<file path="src/design/bcd_pkg.sv">
// ----------------------------------------------------------------------------
// bcd_pkg
// Shared types and constants for the bounding box center and diagonal block.
// ----------------------------------------------------------------------------
package bcd_pkg;

	// number of spatial axes handled per point
	localparam int NumAxes = 3;

	// back end sequencer states
	typedef enum logic [1:0] {
		BK_IDLE,
		BK_SQUARE,
		BK_ROOT,
		BK_HOLD
	} bk_state_t;

endpackage

</file>
<file path="src/design/bounding_box_center_diagonal_top.sv">
// ----------------------------------------------------------------------------
// bounding_box_center_diagonal_top
// Running 3D axis-aligned bounding box with center and diagonal per set.
// ----------------------------------------------------------------------------
// Points are taken one per clock while full is low. The last point of a set
// hands its box to a two-entry queue; the back end then squares the three
// extents on one shared multiplier and runs a square root that resolves one
// result bit per cycle. full rises only when two finished sets are still
// waiting for the back end, and a result stays on the output until popped.
module bounding_box_center_diagonal_top #(
	parameter int COORD_WIDTH = 24,
	parameter int FRAC_BITS   = 12
) (
	input  logic                          clk,
	input  logic                          arst_n,
	input  logic                          push,
	output logic                          full,
	input  logic signed [COORD_WIDTH-1:0] point_x,
	input  logic signed [COORD_WIDTH-1:0] point_y,
	input  logic signed [COORD_WIDTH-1:0] point_z,
	input  logic                          last_point,
	output logic                          empty,
	input  logic                          pop,
	output logic signed [COORD_WIDTH-1:0] center_x,
	output logic signed [COORD_WIDTH-1:0] center_y,
	output logic signed [COORD_WIDTH-1:0] center_z,
	output logic [COORD_WIDTH:0]          diagonal
);

	localparam int BoxWidth = 2 * bcd_pkg::NumAxes * COORD_WIDTH;

	logic                                         in_xfer;
	logic [bcd_pkg::NumAxes-1:0][COORD_WIDTH-1:0] pt;
	logic                                         box_push;
	logic [bcd_pkg::NumAxes-1:0][COORD_WIDTH-1:0] box_min_w;
	logic [bcd_pkg::NumAxes-1:0][COORD_WIDTH-1:0] box_max_w;
	logic [BoxWidth-1:0]                          q_rd;
	logic                                         q_empty;
	logic                                         q_pop;
	logic                                         res_valid;
	logic [bcd_pkg::NumAxes-1:0][COORD_WIDTH-1:0] res_center;

	// input transfer
	assign in_xfer = push && !full;
	assign pt[0]   = point_x;
	assign pt[1]   = point_y;
	assign pt[2]   = point_z;

	bcd_front #(
		.COORD_WIDTH (COORD_WIDTH)
	) u_front (
		.clk        (clk),
		.arst_n     (arst_n),
		.in_xfer    (in_xfer),
		.pt         (pt),
		.last_point (last_point),
		.box_push   (box_push),
		.box_min    (box_min_w),
		.box_max    (box_max_w)
	);

	bcd_queue #(
		.DATA_WIDTH (BoxWidth)
	) u_queue (
		.clk     (clk),
		.arst_n  (arst_n),
		.push    (box_push),
		.wr_data ({box_max_w, box_min_w}),
		.pop     (q_pop),
		.rd_data (q_rd),
		.full    (full),
		.empty   (q_empty)
	);

	bcd_back #(
		.COORD_WIDTH (COORD_WIDTH),
		.FRAC_BITS   (FRAC_BITS)
	) u_back (
		.clk        (clk),
		.arst_n     (arst_n),
		.box_avail  (!q_empty),
		.box_min    (q_rd[BoxWidth/2-1:0]),
		.box_max    (q_rd[BoxWidth-1:BoxWidth/2]),
		.box_pop    (q_pop),
		.res_pop    (pop),
		.res_valid  (res_valid),
		.res_center (res_center),
		.res_diag   (diagonal)
	);

	// result side
	assign empty    = !res_valid;
	assign center_x = res_center[0];
	assign center_y = res_center[1];
	assign center_z = res_center[2];

endmodule

</file>
<file path="src/design/bcd_front.sv">
// ----------------------------------------------------------------------------
// bcd_front
// Point intake: keeps the running per-axis minimum and maximum of the current
// set and hands the finished box to the set queue on the last point.
// ----------------------------------------------------------------------------
module bcd_front #(
	parameter int COORD_WIDTH = 24
) (
	input  logic                                               clk,
	input  logic                                               arst_n,
	input  logic                                               in_xfer,
	input  logic [bcd_pkg::NumAxes-1:0][COORD_WIDTH-1:0]       pt,
	input  logic                                               last_point,
	output logic                                               box_push,
	output logic [bcd_pkg::NumAxes-1:0][COORD_WIDTH-1:0]       box_min,
	output logic [bcd_pkg::NumAxes-1:0][COORD_WIDTH-1:0]       box_max
);

	logic                                         have_q;
	logic [bcd_pkg::NumAxes-1:0][COORD_WIDTH-1:0] min_q;
	logic [bcd_pkg::NumAxes-1:0][COORD_WIDTH-1:0] max_q;
	logic [bcd_pkg::NumAxes-1:0][COORD_WIDTH-1:0] min_n;
	logic [bcd_pkg::NumAxes-1:0][COORD_WIDTH-1:0] max_n;

	// per-axis compare, first point of a set loads both bounds
	always_comb begin
		for (int a = 0; a < bcd_pkg::NumAxes; a++) begin
			if (!have_q) begin
				min_n[a] = pt[a];
				max_n[a] = pt[a];
			end else begin
				min_n[a] = ($signed(pt[a]) < $signed(min_q[a])) ? pt[a] : min_q[a];
				max_n[a] = ($signed(pt[a]) > $signed(max_q[a])) ? pt[a] : max_q[a];
			end
		end
	end

	// box leaves with the last point of the set
	assign box_push = in_xfer && last_point;
	assign box_min  = min_n;
	assign box_max  = max_n;

	// set tracking, cleared once the box is handed on
	always_ff @(posedge clk or negedge arst_n) begin
		if (!arst_n) begin
			have_q <= 1'b0;
		end else if (in_xfer) begin
			have_q <= !last_point;
		end
	end

	// bounds
	always_ff @(posedge clk) begin
		if (in_xfer) begin
			min_q <= min_n;
			max_q <= max_n;
		end
	end

endmodule

</file>
<file path="src/design/bcd_queue.sv">
// ----------------------------------------------------------------------------
// bcd_queue
// Two-entry queue of finished boxes between the point intake and the
// arithmetic back end.
// ----------------------------------------------------------------------------
module bcd_queue #(
	parameter int DATA_WIDTH = 144
) (
	input  logic                  clk,
	input  logic                  arst_n,
	input  logic                  push,
	input  logic [DATA_WIDTH-1:0] wr_data,
	input  logic                  pop,
	output logic [DATA_WIDTH-1:0] rd_data,
	output logic                  full,
	output logic                  empty
);

	logic [DATA_WIDTH-1:0] mem_q [2];
	logic                  wr_ptr_q;
	logic                  rd_ptr_q;
	logic [1:0]            count_q;
	logic                  do_push;
	logic                  do_pop;

	assign full    = (count_q == 2'd2);
	assign empty   = (count_q == 2'd0);
	assign do_push = push && !full;
	assign do_pop  = pop && !empty;
	assign rd_data = mem_q[rd_ptr_q];

	// pointers and fill level
	always_ff @(posedge clk or negedge arst_n) begin
		if (!arst_n) begin
			wr_ptr_q <= 1'b0;
			rd_ptr_q <= 1'b0;
			count_q  <= 2'd0;
		end else begin
			if (do_push) wr_ptr_q <= !wr_ptr_q;
			if (do_pop)  rd_ptr_q <= !rd_ptr_q;
			if (do_push && !do_pop)      count_q <= count_q + 2'd1;
			else if (do_pop && !do_push) count_q <= count_q - 2'd1;
		end
	end

	// storage
	always_ff @(posedge clk) begin
		if (do_push) mem_q[wr_ptr_q] <= wr_data;
	end

endmodule

</file>
<file path="src/design/bcd_back.sv">
// ----------------------------------------------------------------------------
// bcd_back
// Box arithmetic: centers, squared extents through one shared multiplier,
// a bit-per-cycle square root, and the result register.
// ----------------------------------------------------------------------------
module bcd_back #(
	parameter int COORD_WIDTH = 24,
	parameter int FRAC_BITS   = 12
) (
	input  logic                                         clk,
	input  logic                                         arst_n,
	input  logic                                         box_avail,
	input  logic [bcd_pkg::NumAxes-1:0][COORD_WIDTH-1:0] box_min,
	input  logic [bcd_pkg::NumAxes-1:0][COORD_WIDTH-1:0] box_max,
	output logic                                         box_pop,
	input  logic                                         res_pop,
	output logic                                         res_valid,
	output logic [bcd_pkg::NumAxes-1:0][COORD_WIDTH-1:0] res_center,
	output logic [COORD_WIDTH:0]                         res_diag
);

	localparam int SumWidth  = 2 * COORD_WIDTH + 2;
	localparam int RemWidth  = COORD_WIDTH + 3;
	localparam int IterWidth = $clog2(COORD_WIDTH + 1);
	localparam logic [COORD_WIDTH:0] DiagMin = {{COORD_WIDTH{1'b0}}, 1'b1} << FRAC_BITS;

	bcd_pkg::bk_state_t state_q, state_n;

	logic [bcd_pkg::NumAxes-1:0][COORD_WIDTH-1:0] center_q;
	logic [bcd_pkg::NumAxes-1:0][COORD_WIDTH-1:0] ext_q;
	logic [bcd_pkg::NumAxes-1:0][COORD_WIDTH-1:0] center_n;
	logic [bcd_pkg::NumAxes-1:0][COORD_WIDTH-1:0] ext_n;
	logic [1:0]                 sq_cnt_q;
	logic [COORD_WIDTH-1:0]     mul_op;
	logic [2*COORD_WIDTH-1:0]   prod_q;
	logic [SumWidth-1:0]        acc_q;
	logic [SumWidth-1:0]        sum_q;
	logic [RemWidth-1:0]        rem_q;
	logic [RemWidth-1:0]        rem_n;
	logic [RemWidth-1:0]        trial;
	logic [COORD_WIDTH:0]       root_q;
	logic [IterWidth-1:0]       iter_q;
	logic                       load_box;
	logic                       load_res;
	logic                       res_valid_q;
	logic [COORD_WIDTH:0]       diag_n;

	// centers and extents straight from the queue head
	always_comb begin
		logic [COORD_WIDTH:0] s;
		logic [COORD_WIDTH:0] d;
		for (int a = 0; a < bcd_pkg::NumAxes; a++) begin
			s = {box_min[a][COORD_WIDTH-1], box_min[a]} + {box_max[a][COORD_WIDTH-1], box_max[a]};
			d = {box_max[a][COORD_WIDTH-1], box_max[a]} - {box_min[a][COORD_WIDTH-1], box_min[a]};
			center_n[a] = s[COORD_WIDTH:1];
			ext_n[a]    = d[COORD_WIDTH-1:0];
		end
	end

	// operand select for the shared multiplier
	always_comb begin
		case (sq_cnt_q)
			2'd0:    mul_op = ext_q[0];
			2'd1:    mul_op = ext_q[1];
			2'd2:    mul_op = ext_q[2];
			default: mul_op = '0;
		endcase
	end

	// one restoring square root step
	assign rem_n = {rem_q[RemWidth-3:0], sum_q[SumWidth-1 -: 2]};
	assign trial = {root_q, 2'b01};

	// clamp to one unit
	assign diag_n = (root_q < DiagMin) ? DiagMin : root_q;

	// sequencer
	always_comb begin
		state_n  = state_q;
		load_box = 1'b0;
		load_res = 1'b0;
		case (state_q)
			bcd_pkg::BK_IDLE: begin
				if (box_avail) begin
					load_box = 1'b1;
					state_n  = bcd_pkg::BK_SQUARE;
				end
			end
			bcd_pkg::BK_SQUARE: begin
				if (sq_cnt_q == 2'(bcd_pkg::NumAxes)) state_n = bcd_pkg::BK_ROOT;
			end
			bcd_pkg::BK_ROOT: begin
				if (iter_q == '0) state_n = bcd_pkg::BK_HOLD;
			end
			bcd_pkg::BK_HOLD: begin
				if (!res_valid_q || res_pop) begin
					load_res = 1'b1;
					state_n  = bcd_pkg::BK_IDLE;
				end
			end
			default: state_n = bcd_pkg::BK_IDLE;
		endcase
	end

	assign box_pop   = load_box;
	assign res_valid = res_valid_q;

	// control registers
	always_ff @(posedge clk or negedge arst_n) begin
		if (!arst_n) begin
			state_q     <= bcd_pkg::BK_IDLE;
			sq_cnt_q    <= 2'd0;
			iter_q      <= '0;
			res_valid_q <= 1'b0;
		end else begin
			state_q <= state_n;
			if (load_box) begin
				sq_cnt_q <= 2'd0;
			end else if (state_q == bcd_pkg::BK_SQUARE) begin
				sq_cnt_q <= sq_cnt_q + 2'd1;
			end
			if (state_q == bcd_pkg::BK_SQUARE) begin
				iter_q <= IterWidth'(COORD_WIDTH);
			end else if (state_q == bcd_pkg::BK_ROOT) begin
				iter_q <= iter_q - IterWidth'(1);
			end
			if (load_res) begin
				res_valid_q <= 1'b1;
			end else if (res_pop) begin
				res_valid_q <= 1'b0;
			end
		end
	end

	// datapath registers
	always_ff @(posedge clk) begin
		if (load_box) begin
			center_q <= center_n;
			ext_q    <= ext_n;
		end
		// squares: multiply one axis, accumulate the previous product
		if (state_q == bcd_pkg::BK_SQUARE) begin
			prod_q <= mul_op * mul_op;
			if (sq_cnt_q == 2'd0) begin
				acc_q <= '0;
			end else begin
				acc_q <= acc_q + SumWidth'(prod_q);
			end
			if (sq_cnt_q == 2'(bcd_pkg::NumAxes)) begin
				sum_q  <= acc_q + SumWidth'(prod_q);
				rem_q  <= '0;
				root_q <= '0;
			end
		end
		// root: two radicand bits per cycle
		if (state_q == bcd_pkg::BK_ROOT) begin
			sum_q <= sum_q << 2;
			if (rem_n >= trial) begin
				rem_q  <= rem_n - trial;
				root_q <= {root_q[COORD_WIDTH-1:0], 1'b1};
			end else begin
				rem_q  <= rem_n;
				root_q <= {root_q[COORD_WIDTH-1:0], 1'b0};
			end
		end
		if (load_res) begin
			res_center <= center_q;
			res_diag   <= diag_n;
		end
	end

endmodule

</file>
<file path="config.mk">
export PLATFORM = sky130hd
export DESIGN_NAME = bounding_box_center_diagonal_top
export DESIGN_NICKNAME = d
export VERILOG_FILES = /design/src/design/bcd_pkg.sv /design/src/design/bounding_box_center_diagonal_top.sv /design/src/design/bcd_front.sv /design/src/design/bcd_queue.sv /design/src/design/bcd_back.sv
export SDC_FILE = /design/constraint.sdc
export NUM_CORES = 2
export LEC_CHECK = 0
export ABC_AREA = 0
export CAP_MARGIN = 40
export CORE_MARGIN = 2
export CORE_UTILIZATION = 30
export CTS_BUF_LIST = sky130_fd_sc_hd__clkbuf_4 sky130_fd_sc_hd__clkbuf_8
export DETAILED_ROUTE_END_ITERATION = 8
export DONT_BUFFER_PORTS = 1
export GPL_TIMING_DRIVEN = 0
export SLEW_MARGIN = 40
export SYNTH_ARGS = -nofsm -noshare
export SYNTH_HDL_FRONTEND = slang
export SYNTH_SLANG_ARGS = --single-unit
</file>
<file path="constraint.sdc">
create_clock -name clk -period 18.6 [get_ports clk]
set_input_delay 4.65 -clock clk [delete_from_list [all_inputs] [get_ports clk]]
set_output_delay 4.65 -clock clk [all_outputs]
set_load 0.05 [all_outputs]
</file>
==> impl_metrics.csv <==
group,metric,value,unit
timing,finalClockSkew,81.6,ps
detailed_routing,drt_iter0_drc,2844,
run_status,outcome,"complete, no violations",
cts,cts_setup_buffers,0,
detailed_routing,drtPass1Iterations,8,
yosys,yosysTopAreaCellShare,41.8,%
critical_path,critical_path_class,"flip-flop to flip-flop",
floorplanning,ios,176,
timing,worst_slew_pin_slew,924,ps
cells_and_area,multiInputGateArea,31600,µm²
grt,antenna_found_initial,6,
detailed_routing,routed_via_density,4.74,
yosys,synth.distinct_cells,89,
critical_path,setup.worst_path.start_class,"flip-flop",
floorplanning,rows,167,
critical_path,worstPathArrival,11240,ps
cts,clock_tree.buffer_depth,3,
grt,grt_start_max_net_pins,69,
yosys,synth-main-ff-cell,"edfxtp_1",
timing,slew_headroom,38.4,%
yosys,async_flop_share,1.69,%
yosys,syn_area_per_cell,11.4,µm²
timing,slew_viol_final,0,
cts,cts_made_buffers,157,
grt,grt_pass1_wl,248000,µm
cells_and_area,drive_gt1_share,9.80,%
hold_path,min_to,"u_back.res_center[23]$_DFFE_PP_",
cells_and_area,fin_area,69800,µm²
cells_and_area,num-nets-final,6717,
cts,hold_buffers,0,
detailed_routing,routed-via-count,40286,
placement,dp_cells,8219,
floorplanning,die-area,211000,µm²
cells_and_area,syn2layout_area_growth,12.0,%
yosys,postSynthNetCount,6515,
cts,insertion_delay,950,ps
cts,cts_tree,"yes",
grt,grt_use_total,15.3,%
timing,rsz0062_at_grt,"false",
grt,grt_pass1_vias,41805,
yosys,netlist_instances,5473,
timing,setup_tns,0,ps
floorplanning,die_y,460,µm
yosys,synth_area,62300,µm²
cells_and_area,layout.cells.non_filler,8503,
critical_path,worst_ep_required_time,19210,ps
grt,grt_overflow,0,
cells_and_area,regArea,26500,µm²
yosys,synth_largest_area_cell,"edfxtp_1",
hold_path,hp-start,"u_back.center_q[23]$_DFFE_PP_",
critical_path,r2r_setup_slack,7980,ps
flow_run,maxCapViolCount,0,
timing,period_share,57.1,%
detailed_routing,wl,162000,µm
timing,final_hold_viol_count,0,
yosys,synth_area_leaders,"edfxtp_1 (42%), fa_1 (14%), ha_1 (11%)",
timing,setup_viol,0,
yosys,ys_seq_area_share,42.5,%
critical_path,path_max_fanout,10,
critical_path,r2r-end,"u_back.prod_q[47]$_DFFE_PP_",
cts,clk_pin_slew,60,ps
hold_path,min_path_cells,0,
floorplanning,fp.dieW,460,µm
yosys,ys_warn_count,0,
floorplanning,start_util,30.1,%
cells_and_area,num-fill-cells,20545,
detailed_routing,antenna_left,0,
critical_path,crit_path_top_delay_cell,"clkinv_1",
timing,period_minus_slack,10620,ps
yosys,synth_edf_count,868,
critical_path,reg2regPathDepth,34,
cts,cts.sinks,885,
detailed_routing,wl_per_cell,19.0,µm
detailed_routing,drc,0,
cts,htree_levels,4,
cts,ctsRootBufferMaster,"clkbuf_8",
cts,cts_resized,0,
critical_path,cp-end-kind,"flip-flop",
placement,place_congestion,0.940,
hold_path,worstHoldPathType,"flip-flop to flip-flop",
critical_path,worstReg2RegStart,"u_back.sq_cnt_q[0]$_DFFE_PN0P_",
placement,placed_area,66600,µm²
timing,fmax,0.0941,GHz
floorplanning,core,207000,µm²
placement,numPortBuffers,0,
yosys,synth_seq_cells,885,
placement,dp_hpwl,127000,µm
critical_path,max_stage_delay,660,ps
==> through the flow <==
step,worst slack (ps),util (%),hold WS [ps]
finish,7980,33.8,414
detailed placement,8140,32.2,405
CTS,8110,33.8,416
global route,7660,33.8,424
global placement,-6290,31.8,407
floorplan,2150,-,400
==> flip-flops by register name, indices dropped and copies added (netlist names), 5 cells and up <==
name	cells
u_back.center_q	72
u_back.root_q	25
u_front.max_q	72
u_back.rem_q	25
u_back.prod_q	47
u_front.min_q	72
u_back.ext_q	72
u_back.res_diag	25
u_back.iter_q	5
u_back.res_center	72
u_queue.mem_q	288
u_back.acc_q	50
u_back.sum_q	50
==> cells in the mapped netlist (all sizes together), types with 6 or more instances <==
cell      n
fa      428
o31ai    12
and4      7
nand4    50
buf      24
and3     18
a211oi   20
nand2   303
o21ai   131
nor4     12
nand2b   44
a21o    142
a31oi    22
clkinv    6
mux2    216
xor2     66
or2      13
inv     963
nand3    47
o211a     7
and2     66
nand3b    6
a221oi    8
o41ai     9
o21bai   39
mux2i    93
o22ai     9
ha      537
or3      25
a21boi   11
edfxtp  868
dfrtp    15
nor2b    99
xnor2   181
o221ai    7
nor2    347
a22o     45
clkbuf  157
o211ai   15
a21oi   239
o21a     25
a22oi    19
nor3     40
==> how the worst max path moves through the flow <==
stage / startpoint / end / slack (ps)
6_report: u_back.sq_cnt_q[0]$_DFFE_PN0P_ / u_back.prod_q[47]$_DFFE_PP_ / 7980
5_1_grt: u_back.sq_cnt_q[1]$_DFFE_PN0P_ / u_back.prod_q[47]$_DFFE_PP_ / 7660
4_1_cts: u_back.sq_cnt_q[0]$_DFFE_PN0P_ / u_back.prod_q[47]$_DFFE_PP_ / 8110
3_5_place_dp: u_back.sq_cnt_q[0]$_DFFE_PN0P_ / u_back.prod_q[47]$_DFFE_PP_ / 8140
3_3_place_gp: push / u_queue.mem_q[0][58]$_DFFE_PP_ / -6290
2_1_floorplan: push / u_queue.mem_q[0][0]$_DFFE_PP_ / 2150
==> worst max-delay path: cells and delay by family, from the launching register on <==
kind            cells  cell delay, ps
simple gates        5            1400
compound gates      9            2220
fa+ha+maj           9            4270
flops               1             420
xor+xnor            1             160
buf+inv            10            1850
==> layout by cell type (no fill, tap or decap), types with 150 or more instances in the layout <==
cell type / count
ha_1: 536
mux2_2: 215
nor2_1: 345
clkbuf_8: 160
edfxtp_1: 868
nand2_1: 303
xnor2_1: 181
a21oi_1: 238
fa_1: 428
inv_1: 962
clkbuf_1: 150
==> final cells by class <==
| class | instances | share of cell area, % |
|---|---|---|
| clock inverters | 83 | 1.10 |
| diodes | 2 | 0.00717 |
| plain buffers | 181 | 1.04 |
| well taps | 2704 | 4.84 |
| repair buffers | 43 | 1.11 |
| flip-flops and latches | 885 | 37.9 |
| inverters | 969 | 5.22 |
| multi-input cells | 3438 | 45.2 |
| clock buffers | 198 | 3.56 |
==> logic make-up after synthesis <==
family | share of synthesized area [%]
flip-flops | 42.5
adder cells (fa/ha/maj) | 24.5
XOR/XNOR | 3.47
multiplexers | 5.39
AND/OR/NAND/NOR | 8.22
buffers and inverters | 6.97
AO/OA/AOI/OAI | 8.95
==> metal layers <==
metal | up-vias | GRT usage [%] | part of all wire [%] | wire, µm
li1 | 19018 | - | - | -
met1 | 19964 | 20.0 | 44 | 71800
met2 | 1044 | 25.2 | 47 | 75400
met3 | 260 | 3.43 | 6.3 | 10200
met4 | 0 | 4.45 | 2.6 | 4210
met5 | - | 0 | 0 | 0
Power is left out: the tool's default activity adds up to more than one toggle a clock period on the data nets, which glitch-free logic cannot reach.
